===== src/rtl/core/sdoew_pkg.sv =====
package sdoew_pkg;

    // Event kinds on the input stream
    typedef enum logic [1:0] {
        FUNC_START = 2'd0,
        FUNC_RESP  = 2'd1,
        FUNC_TICK  = 2'd2,
        FUNC_CLEAR = 2'd3
    } func_t;

    // Result kinds on the output stream
    typedef enum logic [1:0] {
        KIND_REQUEST = 2'd0,
        KIND_DONE    = 2'd1,
        KIND_REFUSED = 2'd2
    } kind_t;

    // Completion status of a write
    typedef enum logic [1:0] {
        STAT_OK      = 2'd0,
        STAT_RANGE   = 2'd1,
        STAT_UNKNOWN = 2'd2,
        STAT_TIMEOUT = 2'd3
    } status_t;

    // Configuration register indexes
    typedef enum logic [1:0] {
        CFG_NODE_ID = 2'd0,
        CFG_BASE_ID = 2'd1,
        CFG_TIMEOUT = 2'd2
    } cfg_idx_t;

    localparam int CFG_ADDR_W  = 2;
    localparam int CFG_DATA_W  = 16;
    localparam int IN_TDATA_W  = 112;
    localparam int OUT_TDATA_W = 128;

    localparam logic [6:0]  NODE_ID_RST   = 7'd1;
    localparam logic [10:0] BASE_ID_RST   = 11'h600;
    localparam logic [15:0] TIMEOUT_RST   = 16'd500;
    localparam logic [7:0]  CMD_EXP_WRITE = 8'h23;
    localparam logic [15:0] OBJ_BASE_IDX  = 16'h2100;
    localparam logic [31:0] ABORT_RANGE   = 32'h0609_0030;
    localparam logic [15:0] TICKS_MAX     = 16'hFFFF;

    typedef struct packed {
        func_t              func;
        logic [15:0]        param_id;
        logic signed [31:0] value_fixed;
        logic [15:0]        resp_index;
        logic [7:0]         resp_subindex;
        logic               resp_is_abort;
        logic [31:0]        resp_error_code;
    } item_t;

    typedef struct packed {
        kind_t              out_kind;
        logic [10:0]        can_id;
        logic [7:0]         cmd_byte;
        logic [15:0]        obj_index;
        logic [7:0]         obj_subindex;
        logic [31:0]        data_word;
        logic [15:0]        done_param_id;
        logic signed [31:0] done_value;
        status_t            done_status;
    } result_t;

    // Tracker status seen by the top level
    typedef struct packed {
        logic        pending;
        logic [15:0] elapsed;
    } track_stat_t;

endpackage


===== src/rtl/core/sdoew_in_stage.sv =====
module sdoew_in_stage (
    input  logic                              aclk,
    input  logic                              aresetn,
    input  logic                              s_tvalid,
    output logic                              s_tready,
    // tdata: param_id, value_fixed, resp_index, resp_subindex, resp_is_abort,
    //        resp_error_code, zero pad
    input  logic [sdoew_pkg::IN_TDATA_W-1:0]  s_tdata,
    // tuser: func
    input  logic [1:0]                        s_tuser,
    input  logic                              fire,
    output logic                              item_valid,
    output sdoew_pkg::item_t                  item
);
    import sdoew_pkg::*;

    logic  valid_reg, valid_next;
    item_t item_reg;
    logic  take;

    // Free the slot when the engine consumes the held word
    assign s_tready = !valid_reg || fire;
    assign take     = s_tvalid && s_tready;

    always_comb begin
        valid_next = valid_reg;
        if (take) begin
            valid_next = 1'b1;
        end else if (fire) begin
            valid_next = 1'b0;
        end
    end

    always_ff @(posedge aclk) begin
        if (!aresetn) begin
            valid_reg <= 1'b0;
        end else begin
            valid_reg <= valid_next;
        end
    end

    // Capture the incoming word
    always_ff @(posedge aclk) begin
        if (take) begin
            item_reg.func            <= func_t'(s_tuser);
            item_reg.param_id        <= s_tdata[15:0];
            item_reg.value_fixed     <= s_tdata[47:16];
            item_reg.resp_index      <= s_tdata[63:48];
            item_reg.resp_subindex   <= s_tdata[71:64];
            item_reg.resp_is_abort   <= s_tdata[72];
            item_reg.resp_error_code <= s_tdata[104:73];
        end
    end

    assign item_valid = valid_reg;
    assign item       = item_reg;

endmodule


===== src/rtl/core/sdoew_engine.sv =====
module sdoew_engine (
    input  logic                              aclk,
    input  logic                              aresetn,
    input  logic                              cfg_wr_en,
    input  logic [sdoew_pkg::CFG_ADDR_W-1:0]  cfg_addr,
    input  logic [sdoew_pkg::CFG_DATA_W-1:0]  cfg_wdata,
    input  logic                              fire,
    input  sdoew_pkg::item_t                  item,
    output logic                              res_valid,
    output sdoew_pkg::result_t                res,
    output sdoew_pkg::track_stat_t            stat
);
    import sdoew_pkg::*;

    logic [6:0]         node_id_reg;
    logic [10:0]        base_id_reg;
    logic [15:0]        timeout_reg;

    logic               pending_reg, pending_next;
    logic [15:0]        p_index_reg, p_index_next;
    logic [7:0]         p_sub_reg, p_sub_next;
    logic [15:0]        p_param_reg, p_param_next;
    logic signed [31:0] p_value_reg, p_value_next;
    logic [15:0]        elapsed_reg, elapsed_next;
    logic [15:0]        req_index;
    logic               resp_match;

    // Configuration registers
    always_ff @(posedge aclk) begin
        if (!aresetn) begin
            node_id_reg <= NODE_ID_RST;
            base_id_reg <= BASE_ID_RST;
            timeout_reg <= TIMEOUT_RST;
        end else if (cfg_wr_en) begin
            case (cfg_idx_t'(cfg_addr))
                CFG_NODE_ID: node_id_reg <= cfg_wdata[6:0];
                CFG_BASE_ID: base_id_reg <= cfg_wdata[10:0];
                CFG_TIMEOUT: timeout_reg <= cfg_wdata[15:0];
                default: ;
            endcase
        end
    end

    assign req_index  = OBJ_BASE_IDX | {8'd0, item.param_id[15:8]};
    assign resp_match = pending_reg && (item.resp_index == p_index_reg)
                        && (item.resp_subindex == p_sub_reg);

    // Decide the result and the next tracker state for the held word
    always_comb begin
        res_valid    = 1'b0;
        res          = '0;
        pending_next = pending_reg;
        p_index_next = p_index_reg;
        p_sub_next   = p_sub_reg;
        p_param_next = p_param_reg;
        p_value_next = p_value_reg;
        elapsed_next = elapsed_reg;
        case (item.func)
            FUNC_START: begin
                res_valid = 1'b1;
                if (pending_reg) begin
                    res.out_kind = KIND_REFUSED;
                end else begin
                    pending_next     = 1'b1;
                    p_index_next     = req_index;
                    p_sub_next       = item.param_id[7:0];
                    p_param_next     = item.param_id;
                    p_value_next     = item.value_fixed;
                    elapsed_next     = '0;
                    res.out_kind     = KIND_REQUEST;
                    res.can_id       = base_id_reg | {4'd0, node_id_reg};
                    res.cmd_byte     = CMD_EXP_WRITE;
                    res.obj_index    = req_index;
                    res.obj_subindex = item.param_id[7:0];
                    res.data_word    = item.value_fixed;
                end
            end
            FUNC_RESP: begin
                if (resp_match) begin
                    res_valid         = 1'b1;
                    pending_next      = 1'b0;
                    res.out_kind      = KIND_DONE;
                    res.done_param_id = p_param_reg;
                    res.done_value    = p_value_reg;
                    if (!item.resp_is_abort) begin
                        res.done_status = STAT_OK;
                    end else if (item.resp_error_code == ABORT_RANGE) begin
                        res.done_status = STAT_RANGE;
                    end else begin
                        res.done_status = STAT_UNKNOWN;
                    end
                end
            end
            FUNC_TICK: begin
                if (pending_reg) begin
                    if (elapsed_reg != TICKS_MAX) begin
                        elapsed_next = elapsed_reg + 16'd1;
                    end
                    if (elapsed_next >= timeout_reg) begin
                        res_valid         = 1'b1;
                        pending_next      = 1'b0;
                        res.out_kind      = KIND_DONE;
                        res.done_param_id = p_param_reg;
                        res.done_value    = p_value_reg;
                        res.done_status   = STAT_TIMEOUT;
                    end
                end
            end
            FUNC_CLEAR: begin
                pending_next = 1'b0;
            end
            default: ;
        endcase
    end

    // Commit the tracker state when the word is consumed
    always_ff @(posedge aclk) begin
        if (!aresetn) begin
            pending_reg <= 1'b0;
        end else if (fire) begin
            pending_reg <= pending_next;
        end
    end

    always_ff @(posedge aclk) begin
        if (fire) begin
            p_index_reg <= p_index_next;
            p_sub_reg   <= p_sub_next;
            p_param_reg <= p_param_next;
            p_value_reg <= p_value_next;
            elapsed_reg <= elapsed_next;
        end
    end

    assign stat.pending = pending_reg;
    assign stat.elapsed = elapsed_reg;

endmodule


===== src/rtl/core/sdoew_out_stage.sv =====
module sdoew_out_stage (
    input  logic                               aclk,
    input  logic                               aresetn,
    input  logic                               fire,
    input  logic                               res_valid,
    input  sdoew_pkg::result_t                 res,
    output logic                               space,
    output logic                               m_tvalid,
    input  logic                               m_tready,
    // tdata: can_id, cmd_byte, obj_index, obj_subindex, data_word,
    //        done_param_id, done_value, done_status, zero pad
    output logic [sdoew_pkg::OUT_TDATA_W-1:0]  m_tdata,
    // tuser: out_kind
    output logic [1:0]                         m_tuser
);
    import sdoew_pkg::*;

    logic                   valid_reg, valid_next;
    logic [OUT_TDATA_W-1:0] tdata_reg;
    logic [1:0]             tuser_reg;
    logic                   load;

    assign space = !valid_reg || m_tready;
    assign load  = fire && res_valid;

    always_comb begin
        valid_next = valid_reg;
        if (load) begin
            valid_next = 1'b1;
        end else if (m_tready) begin
            valid_next = 1'b0;
        end
    end

    always_ff @(posedge aclk) begin
        if (!aresetn) begin
            valid_reg <= 1'b0;
        end else begin
            valid_reg <= valid_next;
        end
    end

    // Pack the result word
    always_ff @(posedge aclk) begin
        if (load) begin
            tuser_reg <= res.out_kind;
            tdata_reg <= {3'd0, res.done_status, res.done_value, res.done_param_id,
                          res.data_word, res.obj_subindex, res.obj_index,
                          res.cmd_byte, res.can_id};
        end
    end

    assign m_tvalid = valid_reg;
    assign m_tdata  = tdata_reg;
    assign m_tuser  = tuser_reg;

endmodule


===== src/rtl/core/sdo_expedited_write_tracker.sv =====
// SDO expedited write tracker: client side of one outstanding CANopen expedited
// download. Each input word is an event chosen by tuser (start, response, tick,
// clear) and yields zero or one result word (request frame, write finished, or
// start refused). While the output is not stalled the block takes one event per
// clock: a word passes an input register, is decoded against the pending-write
// registers by combinational logic, and its result lands in an output register
// once that register has space. A stalled output holds the input, also for events
// that yield no result. Only one write is tracked at a time; a start while one is
// pending is refused. Configuration writes take effect at once and are meant to
// be issued while no events are in flight.
module sdo_expedited_write_tracker (
    input  logic                               aclk,
    input  logic                               aresetn,
    input  logic                               cfg_wr_en,
    input  logic [sdoew_pkg::CFG_ADDR_W-1:0]   cfg_addr,
    input  logic [sdoew_pkg::CFG_DATA_W-1:0]   cfg_wdata,
    input  logic                               s_tvalid,
    output logic                               s_tready,
    // tdata: param_id, value_fixed, resp_index, resp_subindex, resp_is_abort,
    //        resp_error_code, zero pad
    input  logic [sdoew_pkg::IN_TDATA_W-1:0]   s_tdata,
    // tuser: func
    input  logic [1:0]                         s_tuser,
    output logic                               m_tvalid,
    input  logic                               m_tready,
    // tdata: can_id, cmd_byte, obj_index, obj_subindex, data_word,
    //        done_param_id, done_value, done_status, zero pad
    output logic [sdoew_pkg::OUT_TDATA_W-1:0]  m_tdata,
    // tuser: out_kind
    output logic [1:0]                         m_tuser
);
    import sdoew_pkg::*;

    logic        item_valid;
    item_t       item;
    logic        space;
    logic        fire;
    logic        res_valid;
    result_t     res;
    track_stat_t stat;

    // Consume the held word once the output register can take its result
    assign fire = item_valid && space;

    sdoew_in_stage u_in (
        .aclk       (aclk),
        .aresetn    (aresetn),
        .s_tvalid   (s_tvalid),
        .s_tready   (s_tready),
        .s_tdata    (s_tdata),
        .s_tuser    (s_tuser),
        .fire       (fire),
        .item_valid (item_valid),
        .item       (item)
    );

    sdoew_engine u_engine (
        .aclk      (aclk),
        .aresetn   (aresetn),
        .cfg_wr_en (cfg_wr_en),
        .cfg_addr  (cfg_addr),
        .cfg_wdata (cfg_wdata),
        .fire      (fire),
        .item      (item),
        .res_valid (res_valid),
        .res       (res),
        .stat      (stat)
    );

    sdoew_out_stage u_out (
        .aclk      (aclk),
        .aresetn   (aresetn),
        .fire      (fire),
        .res_valid (res_valid),
        .res       (res),
        .space     (space),
        .m_tvalid  (m_tvalid),
        .m_tready  (m_tready),
        .m_tdata   (m_tdata),
        .m_tuser   (m_tuser)
    );

`ifndef SYNTHESIS
    // An accepted start on an idle tracker leaves a write pending
    a_start_sets_pending: assert property (@(posedge aclk) disable iff (!aresetn)
        fire && (item.func == FUNC_START) && !stat.pending |=> stat.pending)
        else $error("start did not register a pending write");

    // A finished write can only come from a pending one
    a_done_needs_pending: assert property (@(posedge aclk) disable iff (!aresetn)
        fire && res_valid && (res.out_kind == KIND_DONE) |-> stat.pending)
        else $error("write finished with nothing pending");

    // A refusal only happens while a write is pending
    a_refuse_when_busy: assert property (@(posedge aclk) disable iff (!aresetn)
        fire && res_valid && (res.out_kind == KIND_REFUSED) |-> stat.pending)
        else $error("start refused while idle");

    // Input backpressure only while a word is held
    a_ready_when_empty: assert property (@(posedge aclk) disable iff (!aresetn)
        !s_tready |-> item_valid)
        else $error("input stalled with empty register");
`endif

endmodule


===== config.mk =====
export PLATFORM = sky130hd
export DESIGN_NAME = sdo_expedited_write_tracker
export DESIGN_NICKNAME = d
export VERILOG_FILES = /design/src/rtl/core/sdoew_pkg.sv /design/src/rtl/core/sdoew_in_stage.sv /design/src/rtl/core/sdoew_engine.sv /design/src/rtl/core/sdoew_out_stage.sv /design/src/rtl/core/sdo_expedited_write_tracker.sv
export SDC_FILE = /design/constraint.sdc
export NUM_CORES = 1
export LEC_CHECK = 0
export BUFFER_PORTS_ARGS = -buffer_cell sky130_fd_sc_hd__buf_4
export CAP_MARGIN = 15
export CORE_MARGIN = 4
export CORE_UTILIZATION = 60
export CTS_BUF_LIST = sky130_fd_sc_hd__clkbuf_4 sky130_fd_sc_hd__clkbuf_8
export DETAILED_ROUTE_END_ITERATION = 16
export HOLD_SLACK_MARGIN = 0.06
export PLACE_DENSITY = 0.95
export SLEW_MARGIN = 20
export SYNTH_ARGS = -nofsm -noshare
export SYNTH_HDL_FRONTEND = slang
export SYNTH_SLANG_ARGS = --single-unit

===== constraint.sdc =====
create_clock -name aclk -period 17.6 [get_ports aclk]
set_clock_uncertainty 0.05 [all_clocks]
set_input_delay 3.52 -clock aclk [delete_from_list [all_inputs] [get_ports aclk]]
set_output_delay 3.52 -clock aclk [all_outputs]
set_load 0.1 [all_outputs]

==> impl_metrics.ini, run 1 <==
[run_status]
outcome = complete, no violations

[global_routing]
antenna_found_initial = 1
grt_max_degree = 84
grt_overflow = 0
globalRouteMet1Util_pct = 28.2
track_usage_pct = 24.9
grt_pass1_wl_mm = 43.0
top_usage_layer = met2
grt_use_met2_pct = 44.7
grt_pass1_vias = 7997
grt_use_met3_pct = 6.82

[timing]
worst_pin_slew_ns = 1.10
fin_tns_setup_ns = 0
finalHoldViolCount = 0
rsz0062_at_grt = no
fin_crit_sh_pct = 44.9
max_freq_mhz = 127
setup_viol = 0
finalMaxSlewViolations = 0
layout_min_cycle_time_ns = 7.90
slew_headroom_pct = 26.4

[cts]
tritoncts = done
htreeDepth = 2
clock_latency_ns = 0.56
ctsHoldBuffers = 0
clk_pin_slew_ns = 0.06
clockBufferDepth = 3
clkSinkCount = 320
post_cts_buffers = 0
cts_buffers = 48
cts_resized = 0
root_buffer = clkbuf_8

[routing]
avgViaCountPerCell = 5.47
wl_mm = 28.7
firstDrtPassIters = 5
drcViolationCount = 0
route.vias.total = 7679
routedWlPerCell_microns = 20.4
route.antenna.remaining_nets = 0
dr.first_iter.drc_count = 521

[setup_path]
critPathMaxFanout = 4
worstSetupEndpointType = output pin
setup.worst_path.class = in -> out
startpoint_type = input pin
crit_required_ns = 14.03
cp_data_arrival_time_ns = 4.33

[die]
die_h_microns = 151
start_util_pct = 61.0
rows = 52
dieArea_sq_mm = 0.0229
die_x_microns = 151
io_pins = 269
core_area_sq_mm = 0.0202

[synth]
synthFlopType = edfxtp_1
avgSynthCellArea_sq_um = 14.8
synth_edf_count = 283
synth-async-reset-ratio_pct = 0
syn_area_sq_mm = 0.0123
ys_seq_area_share_pct = 74.9
postSynthCellCount = 832
yosysWarnings = 0
synthDistinctLibCells = 54
synth_seq_cells = 320

[power]
combPwrFrac_pct = 7.7
seqPwrFrac_pct = 54.0
p_switching_w = 0.000370
finalPower_w = 0.00160
p_int_w = 0.00123
peakVddDrop_mv = 0.137
swShare_pct = 23.1
p_per_area_mw_per_mm2 = 104
pwr-share-clk_pct = 38.4
p_leak_nw = 5.78

[cells_and_area]
nNetsFinal = 1256
largest_register_ffs = 110
fillCellCount = 1163
drive_gt1_share_pct = 31.1
area_growth_pct = 24.7
antenna_cells = 0

[placed_design]
place_hpwl_mm = 18.8
port_buffers = 247
routabilityCongestion = 0.818

[run]
maxCapViolations = 0

[hold_path]
hold_path.class = reg -> reg
-- synth_stat cells, drive strengths merged, types with 7 or more instances --
library cell | count | area, sq um
a21boi | 21 | 158
a21oi | 58 | 290
and2 | 69 | 432
buf | 28 | 190
clkbuf | 25 | 93.8
dfxtp | 37 | 741
edfxtp | 283 | 8500
ha | 22 | 275
inv | 21 | 78.8
mux2i | 7 | 70.1
nand2 | 110 | 413
nand3 | 14 | 75.1
nand4 | 10 | 68.8
nor2 | 12 | 45.0
nor2b | 10 | 62.6
nor3 | 9 | 50.1
nor4 | 8 | 56.3
o211ai | 10 | 80.1
o21a | 7 | 52.6
xnor2 | 18 | 158
xor2 | 9 | 78.8
-- cell usage in the layout, fill, tap and decap left out, drive strengths merged, types with 4 or more instances in the layout --
cell type / netlist / final
ha: 22 / 22
edfxtp: 283 / 283
inv: 21 / 23
clkbuf: 25 / 75
nor4: 8 / 8
nor2b: 10 / 10
dfxtp: 37 / 37
mux2i: 7 / 7
o21a: 7 / 7
xor2: 9 / 9
o21ai: 5 / 5
o211ai: 10 / 10
clkinv: 0 / 9
nor2: 12 / 12
nand4: 10 / 10
nand2: 110 / 110
buf: 28 / 255
and2: 69 / 69
conb: 1 / 14
a21oi: 58 / 58
xnor2: 18 / 18
and3: 4 / 4
nand3: 14 / 14
a21boi: 21 / 21
nor3: 9 / 9
-- critical path, cell delays in order --
cell and delay, ns:
buf_4 0.11, nor2b_1 0.32, nand2_1 0.12, buf_4 0.25
-- power by group through the flow --
stage               registers [W]   logic, W  clock network, W
floorplan                0.000906  0.0000521                 0
global placement         0.000876   0.000118                 0
detailed placement       0.000878   0.000122                 0
CTS                      0.000863   0.000123          0.000627
global route             0.000865   0.000131          0.000662
finish                   0.000863   0.000123          0.000613
-- metrics by stage --
step | instance area (sq um) | setup slack [ns] | hold slack (ns) | utilization [%] | instances
detailed placement | 14400 | 9.75 | 0.377 | 71.1 | 1317
finish | 15400 | 9.70 | 0.390 | 76.0 | 1405
global route | 15400 | 9.67 | 0.408 | 76.0 | 1405
global placement | 14400 | 9.75 | 0.371 | 71.1 | 1317
CTS | 15400 | 9.74 | 0.389 | 76.0 | 1405
floorplan | 12400 | 8.46 | 0.367 | - | 845
-- path summary, 6_finish.rpt --
| path | startpoint | to | slack (ns) | cells past startpoint |
|---|---|---|---|---|
| hold reg to reg | u_in.item[103] | u_engine.p_param_reg[14] | 0.39 | 0 |
| hold / removal | u_in.item[103] | u_engine.p_param_reg[14] | 0.39 | 0 |
| setup reg to reg | u_engine.p_param_reg[12] | u_out.m_tdata[123] | 12.44 | 7 |
| setup / recovery | m_tready | s_tready | 9.70 | 4 |
-- cell families (layout without fill, tap and decap cells) --
kind of cell | Yosys count | after routing | share of synthesized area (%)
DFF | 320 | 320 | 74.9
and+or+nand+nor | 265 | 265 | 11.3
AOI/OAI and AO/OA | 113 | 113 | 5.79
buffers and inverters | 74 | 364 | 2.94
xor gates and xnor gates | 27 | 27 | 1.92
adders and majority gates | 22 | 22 | 2.23
muxes | 10 | 10 | 0.842
other | 1 | 14 | 0.0304
-- metal layers --
layer	wire, microns	vias up
li1	-	3528
met1	9880	3726
met2	15400	361
met3	2480	62
met4	966	2
met5	20	-
-- area by class of cell --
type	instances	area [sq um]	share of cell area [%]
Timing Repair Buffer	255	1910	12.4
Tap cell	270	338	2.20
Clock buffer	75	895	5.82
Inverter	21	78.8	0.512
Sequential cell	320	9240	60.1
Multi-Input combinational cell	451	2830	18.4
Clock inverter	13	92.6	0.602
(Power assumes the default switching activity.)
==> run 2: changes to the inputs <==
Settings changed: ABC_AREA set to 1, CORE_UTILIZATION 60 to 56, PLACE_DENSITY 0.95 to 0.92.
Clock period 17.6 ns to 7.8 ns, I/O delays scaled along.
==> run 2 against run 1 <==
Non-clock buffer count fell by 4. Combinational power rose by 150%. Clock power rose by 120%. Die area rose by 6.3%. Synthesized cell count rose by 16%. Worst hold slack got worse by 0.0031 ns. Global-route usage fell by 2.5 points.
==> impl_metrics.ini, run 2 <==
[timing]
finalMaxSlewViolations = 0
worst_pin_slew_ns = 0.851
fin_crit_sh_pct = 60.3
fin_tns_setup_ns = 0
fin_ws_ns = 3.10
finalHoldViolCount = 0
max_freq_mhz = 213
rsz0062_at_grt = no
setup_viol = 0
layout_min_cycle_time_ns = 4.70
slew_headroom_pct = 43.3

[routing]
routedWlPerCell_microns = 18.0
firstDrtPassIters = 6
wl_mm = 27.9
dr.first_iter.drc_count = 451
drcViolationCount = 0
route.vias.total = 7908
avgViaCountPerCell = 5.11
route.antenna.remaining_nets = 0

[die]
die_h_microns = 156
io_pins = 269
dieArea_sq_mm = 0.0244
start_util_pct = 57.7
die_x_microns = 156
core_area_sq_mm = 0.0213
rows = 53

[synth]
yosysMostFrequentCell = edfxtp_1
synthTopCellsByCount = edfxtp_1 (283), nor2_1 (182), inv_1 (154)
synth_seq_cells = 320
synth_edf_count = 283
yosys-top-cells-area = edfxtp_1 (69%), dfxtp_1 (6.0%), nor2_1 (5.6%), inv_1 (4.7%), nand2_1 (3.3%)
ys_seq_area_share_pct = 75.2
postSynthCellCount = 962
synth_top_area_share_pct = 69.2
yosysWarnings = 0
synth.largest_area_cell = edfxtp_1
synthFlopType = edfxtp_1
synthDistinctLibCells = 34
synth-async-reset-ratio_pct = 0
avgSynthCellArea_sq_um = 12.8
syn_area_sq_mm = 0.0123

[global_routing]
track_usage_pct = 22.4
grt_pass1_vias = 8126
grt_pass1_wl_mm = 41.9
grt_overflow = 0
antenna_found_initial = 0
grt_max_degree = 67

[power]
pwr-share-clk_pct = 37.6
seqPwrFrac_pct = 54.1
p_int_w = 0.00274
p_switching_w = 0.000876
p_leak_nw = 6.43
combPwrFrac_pct = 8.3
peakVddDrop_mv = 0.178
swShare_pct = 24.2
p_per_area_mw_per_mm2 = 237

[setup_path]
crit_required_ns = 7.93
startpoint_type = register
worstSetupEndpointType = register
cpPeakStageDelay_ns = 0.76
critPathMaxFanout = 66
cp_data_arrival_time_ns = 4.83
timing.rr.start = u_engine.elapsed_reg[0]
worstPathCellList = ha_1, nand3_2, or3_4, nor2_4, inv_4, nor2_1, nor2_1, ha_1, nand2_1, nor2_1, nor2_1, nand2_1, nand2_1, nand2_1, nand2_1, nand2_1, nand2_1, nand3_1, nand2_1, inv_4, buf_4
cpMostUsedCell = nand2_1
cpMaxStageDelayCell = buf_4
setup.worst_path.class = reg -> reg
r2r_end = u_out.m_tdata[8]
r2r_cells = 21
r2r_setup_slack_ns = 3.10

[cts]
root_buffer = clkbuf_8
htreeDepth = 2
clkSinkCount = 320
clock_latency_ns = 0.56
post_cts_buffers = 0
clockBufferDepth = 3
cts_resized = 0
ctsHoldBuffers = 0
clk_pin_slew_ns = 0.07
cts_buffers = 49
tritoncts = done

[cells_and_area]
largest_register_ffs = 110
final_common_cell = edfxtp_1
layout_common_cells = edfxtp_1 (283), buf_4 (251), nor2_1 (181)
antenna_cells = 0
area_growth_pct = 24.3
fillCellCount = 1300
drive_gt1_share_pct = 27.0
nNetsFinal = 1396
final_cells = 1549

[run_status]
outcome = complete, no violations

[placed_design]
place_hpwl_mm = 18.9
dp_slack_ns = 3.10
routabilityCongestion = 0.800
port_buffers = 247
dp_cells = 1461

[run]
maxCapViolations = 0

[hold_path]
min_from = u_in.item[64]
whs_path_depth = 0
hold_path_end = u_engine.p_value_reg[7]
hold_path.class = reg -> reg
-- run 2: changes by cell type after synthesis, sizes merged, moves of 20 or more --
| cell | previous run | this run |
|---|---|---|
| a21boi | 21 | 0 |
| inv | 21 | 156 |
| a21oi | 58 | 38 |
| nor2 | 12 | 183 |
| o21ai | 5 | 30 |
| and2 | 69 | 0 |
-- run 2: kinds of logic after synthesis --
kind of cell / count (synthesis) / synth area share (%)
and+or+nand+nor: 327 / 10.7
other: 1 / 0.0305
DFF: 320 / 75.2
adders and majority gates: 22 / 2.24
AOI/OAI and AO/OA: 78 / 3.62
buffers and inverters: 198 / 7.00
xor gates and xnor gates: 16 / 1.14
-- run 2: area by class of cell --
class                      count  area [sq um]  area share [%]
timing repair buffer         251          1880            12.3
clock buffer                  64           787            5.16
clock inverter                24           168            1.10
multi-input combinational    457          2240            14.7
sequential                   320          9240            60.5
tap                          275           344            2.25
inverter                     158           601            3.94
-- run 2: worst max-delay path by stage --
stage	slack (ns)	to	startpoint
final	3.10	u_out.m_tdata[8]	u_engine.elapsed_reg[0]
after global routing	2.79	u_out.m_tdata[8]	u_engine.elapsed_reg[0]
after CTS	3.08	u_out.m_tdata[8]	u_engine.elapsed_reg[0]
after detailed placement	3.10	u_out.m_tdata[4]	u_engine.elapsed_reg[0]
after global placement	3.23	u_out.m_tdata[66]	u_engine.elapsed_reg[0]
after floorplan	2.69	u_in.item[0]	m_tready
-- run 2: power by group through the flow --
stage	clock network (W)	logic, W	registers [W]
after floorplan	0	0.000116	0.00207
after global placement	0	0.000292	0.00198
after detailed placement	0	0.000301	0.00199
after CTS	0.00138	0.000303	0.00196
after global routing	0.00147	0.000322	0.00196
final	0.00136	0.000302	0.00196
-- run 2: critical path, delay by kind of cell, from the launching register on --
family	cells	cell delay [ns]
adder cells (fa/ha/maj)	2	0.55
buffers and inverters	3	1.40
flip-flops	1	0.41
AND/OR/NAND/NOR	16	1.86
-- run 2: per-stage QoR --
stage | hold WS (ns) | total power, W | instance area [sq um] | util (%)
5_1_grt | 0.398 | 0.00375 | 15300 | 71.7
2_1_floorplan | 0.376 | 0.00219 | 12300 | -
4_1_cts | 0.384 | 0.00364 | 15300 | 71.7
6_report | 0.387 | 0.00362 | 15300 | 71.7
3_3_place_gp | 0.378 | 0.00228 | 14300 | 67.2
3_5_place_dp | 0.387 | 0.00229 | 14300 | 67.2
-- run 2: per-layer routing --
metal,GRT usage [%],routed length [microns],vias up
met1,24.9,9680,3710
met2,39.8,14400,386
li1,-,-,3722
met5,0,0,-
met3,5.94,2350,90
met4,11.2,1520,0
==> run 3: changes to the inputs <==
Settings changed: ABC_AREA 1 to 0, CORE_UTILIZATION 56 to 51, PLACE_DENSITY 0.92 to 0.89.
Clock period 7.8 ns to 3.8 ns, I/O delays scaled along.
==> run 3 against run 2 <==
Combinational power up 89%. Global-route usage down 2.2 points. Sequential share of layout area down 1.5 points. Critical path depth down 8. Worst setup slack worse by 2.9 ns. Fmax up 29%. Via count down 3.4%. Cell count down 5.4%. First-iteration DRC count up 5.5%. Die area up 9.7%. Largest power group unchanged. Highest routed layer unchanged.
==> impl_metrics.ini, run 3 (same netlist as run 1, synthesis figures left out) <==
[die]
rows = 56
dieArea_sq_mm = 0.0267
start_util_pct = 52.2
core_area_sq_mm = 0.0236
io_pins = 269
die_h_microns = 164
die_x_microns = 164

[hold_path]
hold_path.class = in -> reg

[setup_path]
startpoint_type = register
critPathMaxFanout = 46
worstSetupEndpointType = register
crit_required_ns = 4.00
cp_data_arrival_time_ns = 3.85
setup.worst_path.class = reg -> reg

[routing]
drcViolationCount = 0
wl_mm = 27.6
avgViaCountPerCell = 5.21
dr.first_iter.drc_count = 476
firstDrtPassIters = 5
route.vias.total = 7640
routedWlPerCell_microns = 18.8
route.antenna.remaining_nets = 0

[cts]
clk_pin_slew_ns = 0.07
clkSinkCount = 320
clockBufferDepth = 3
cts_resized = 0
cts_buffers = 50
clock_latency_ns = 0.58
htreeDepth = 2
tritoncts = done
root_buffer = clkbuf_8

[power]
combPwrFrac_pct = 7.7
seqPwrFrac_pct = 53.5
peakVddDrop_mv = 0.398
p_switching_w = 0.00173
p_leak_nw = 5.87
p_per_area_mw_per_mm2 = 477
swShare_pct = 23.2
pwr-share-clk_pct = 38.8
finalPower_w = 0.00746
p_int_w = 0.00573

[timing]
finalMaxSlewViolations = 0
fin_hold_ws_ns = 0.302
fin_crit_sh_pct = 95.8
layout_min_cycle_time_ns = 3.64
worst_pin_slew_ns = 0.995
max_freq_mhz = 275
finalHoldViolCount = 0
setup_viol = 0
slew_headroom_pct = 33.7
rsz0062_at_grt = no

[cells_and_area]
layout_common_cells = edfxtp_1 (283), buf_4 (262), nand2_1 (109)
nNetsFinal = 1269
multi_input_area_sq_mm = 0.00287
fin_area_sq_mm = 0.0156
drive_gt1_share_pct = 32.4
area_growth_pct = 26.9
finish.utilization_pct = 66.3
largest_register_ffs = 110
fillCellCount = 1563
final-seq-area_sq_mm = 0.00924
final_common_cell = edfxtp_1
antenna_cells = 0
final_cells = 1466

[run_status]
outcome = complete, no violations

[run]
maxCapViolations = 0

[placed_design]
place_area_sq_mm = 0.0146
dp_cells = 1376
routabilityCongestion = 0.858
port_buffers = 247
place_hpwl_mm = 18.8

[global_routing]
grt_pass1_wl_mm = 41.6
track_usage_pct = 20.2
grt_overflow = 0
grt_pass1_vias = 7972
grt_max_degree = 52
antenna_found_initial = 0
[run 3: cell count changes in the layout (fill, tap and decap cells not counted), sizes merged, moves of 8 or more]
cell,before,now
a21boi,0,21
a21oi,38,58
and2,0,69
buf,251,266
clkbuf,64,72
clkinv,22,12
inv,158,23
nor2,183,12
nor2b,0,10
o21ai,30,5
xnor2,6,18
[run 3: critical path, stage by stage, from the launching register on]
cell and delay, ns:
edfxtp_1 0.40, ha_2 0.20, and3_4 0.20, nand3_1 0.22, o211ai_1 0.32, xnor2_1 0.15
ha_1 0.34, nand4_1 0.15, a31oi_1 0.23, o21ba_4 0.20, o211ai_4 0.12, a311oi_4 0.27
buf_4 0.20, buf_12 0.25
[run 3: power groups by stage]
stage | clock network, W | logic [W] | registers, W
2_1_floorplan | 0 | 0.000245 | 0.00419
3_3_place_gp | 0 | 0.000559 | 0.00406
3_5_place_dp | 0 | 0.000573 | 0.00407
4_1_cts | 0.00295 | 0.000575 | 0.00399
5_1_grt | 0.00312 | 0.000610 | 0.00400
6_report | 0.00290 | 0.000572 | 0.00399
[run 3: final timing paths]
kind / start / endpoint / slack (ns) / cells past startpoint
max: u_engine.elapsed_reg[0] / u_out.m_tdata[104] / 0.16 / 13
min: s_tdata[35] / u_in.item[76] / 0.30 / 1
max reg2reg: u_engine.elapsed_reg[0] / u_out.m_tdata[104] / 0.16 / 13
min reg2reg: u_in.item[74] / u_engine.p_value_reg[17] / 0.38 / 0
[run 3: stage by stage]
| step | setup WS [ns] | setup TNS, ns |
|---|---|---|
| 2_1_floorplan | -2.01 | -224.59 |
| 3_3_place_gp | 0.186 | 0 |
| 3_5_place_dp | 0.119 | 0 |
| 4_1_cts | 0.105 | 0 |
| 5_1_grt | 0.00490 | 0 |
| 6_report | 0.159 | 0 |
[run 3: area by class of cell]
type,count,area share (%)
flip-flops and latches,320,59.0
well taps,319,2.55
multi-input cells,451,18.4
repair buffers,266,13.1
clock inverters,17,0.960
inverters,21,0.504
clock buffers,72,5.49
[run 3: metal layers]
metal | vias up | GRT usage (%) | part of all wire (%)
met2 | 300 | 35.1 | 51
met1 | 3732 | 22.8 | 36
met5 | - | 0 | 0
met3 | 55 | 7.27 | 9.2
met4 | 0 | 7.97 | 3.0
li1 | 3553 | - | -
[run 3: what timing repair did]
action | CTS | global route
setup endpoints to repair | 0 | 112
setup buffers | 0 | 1
endpoints found under the hold margin | 0 | 0
hold buffers | 0 | 0
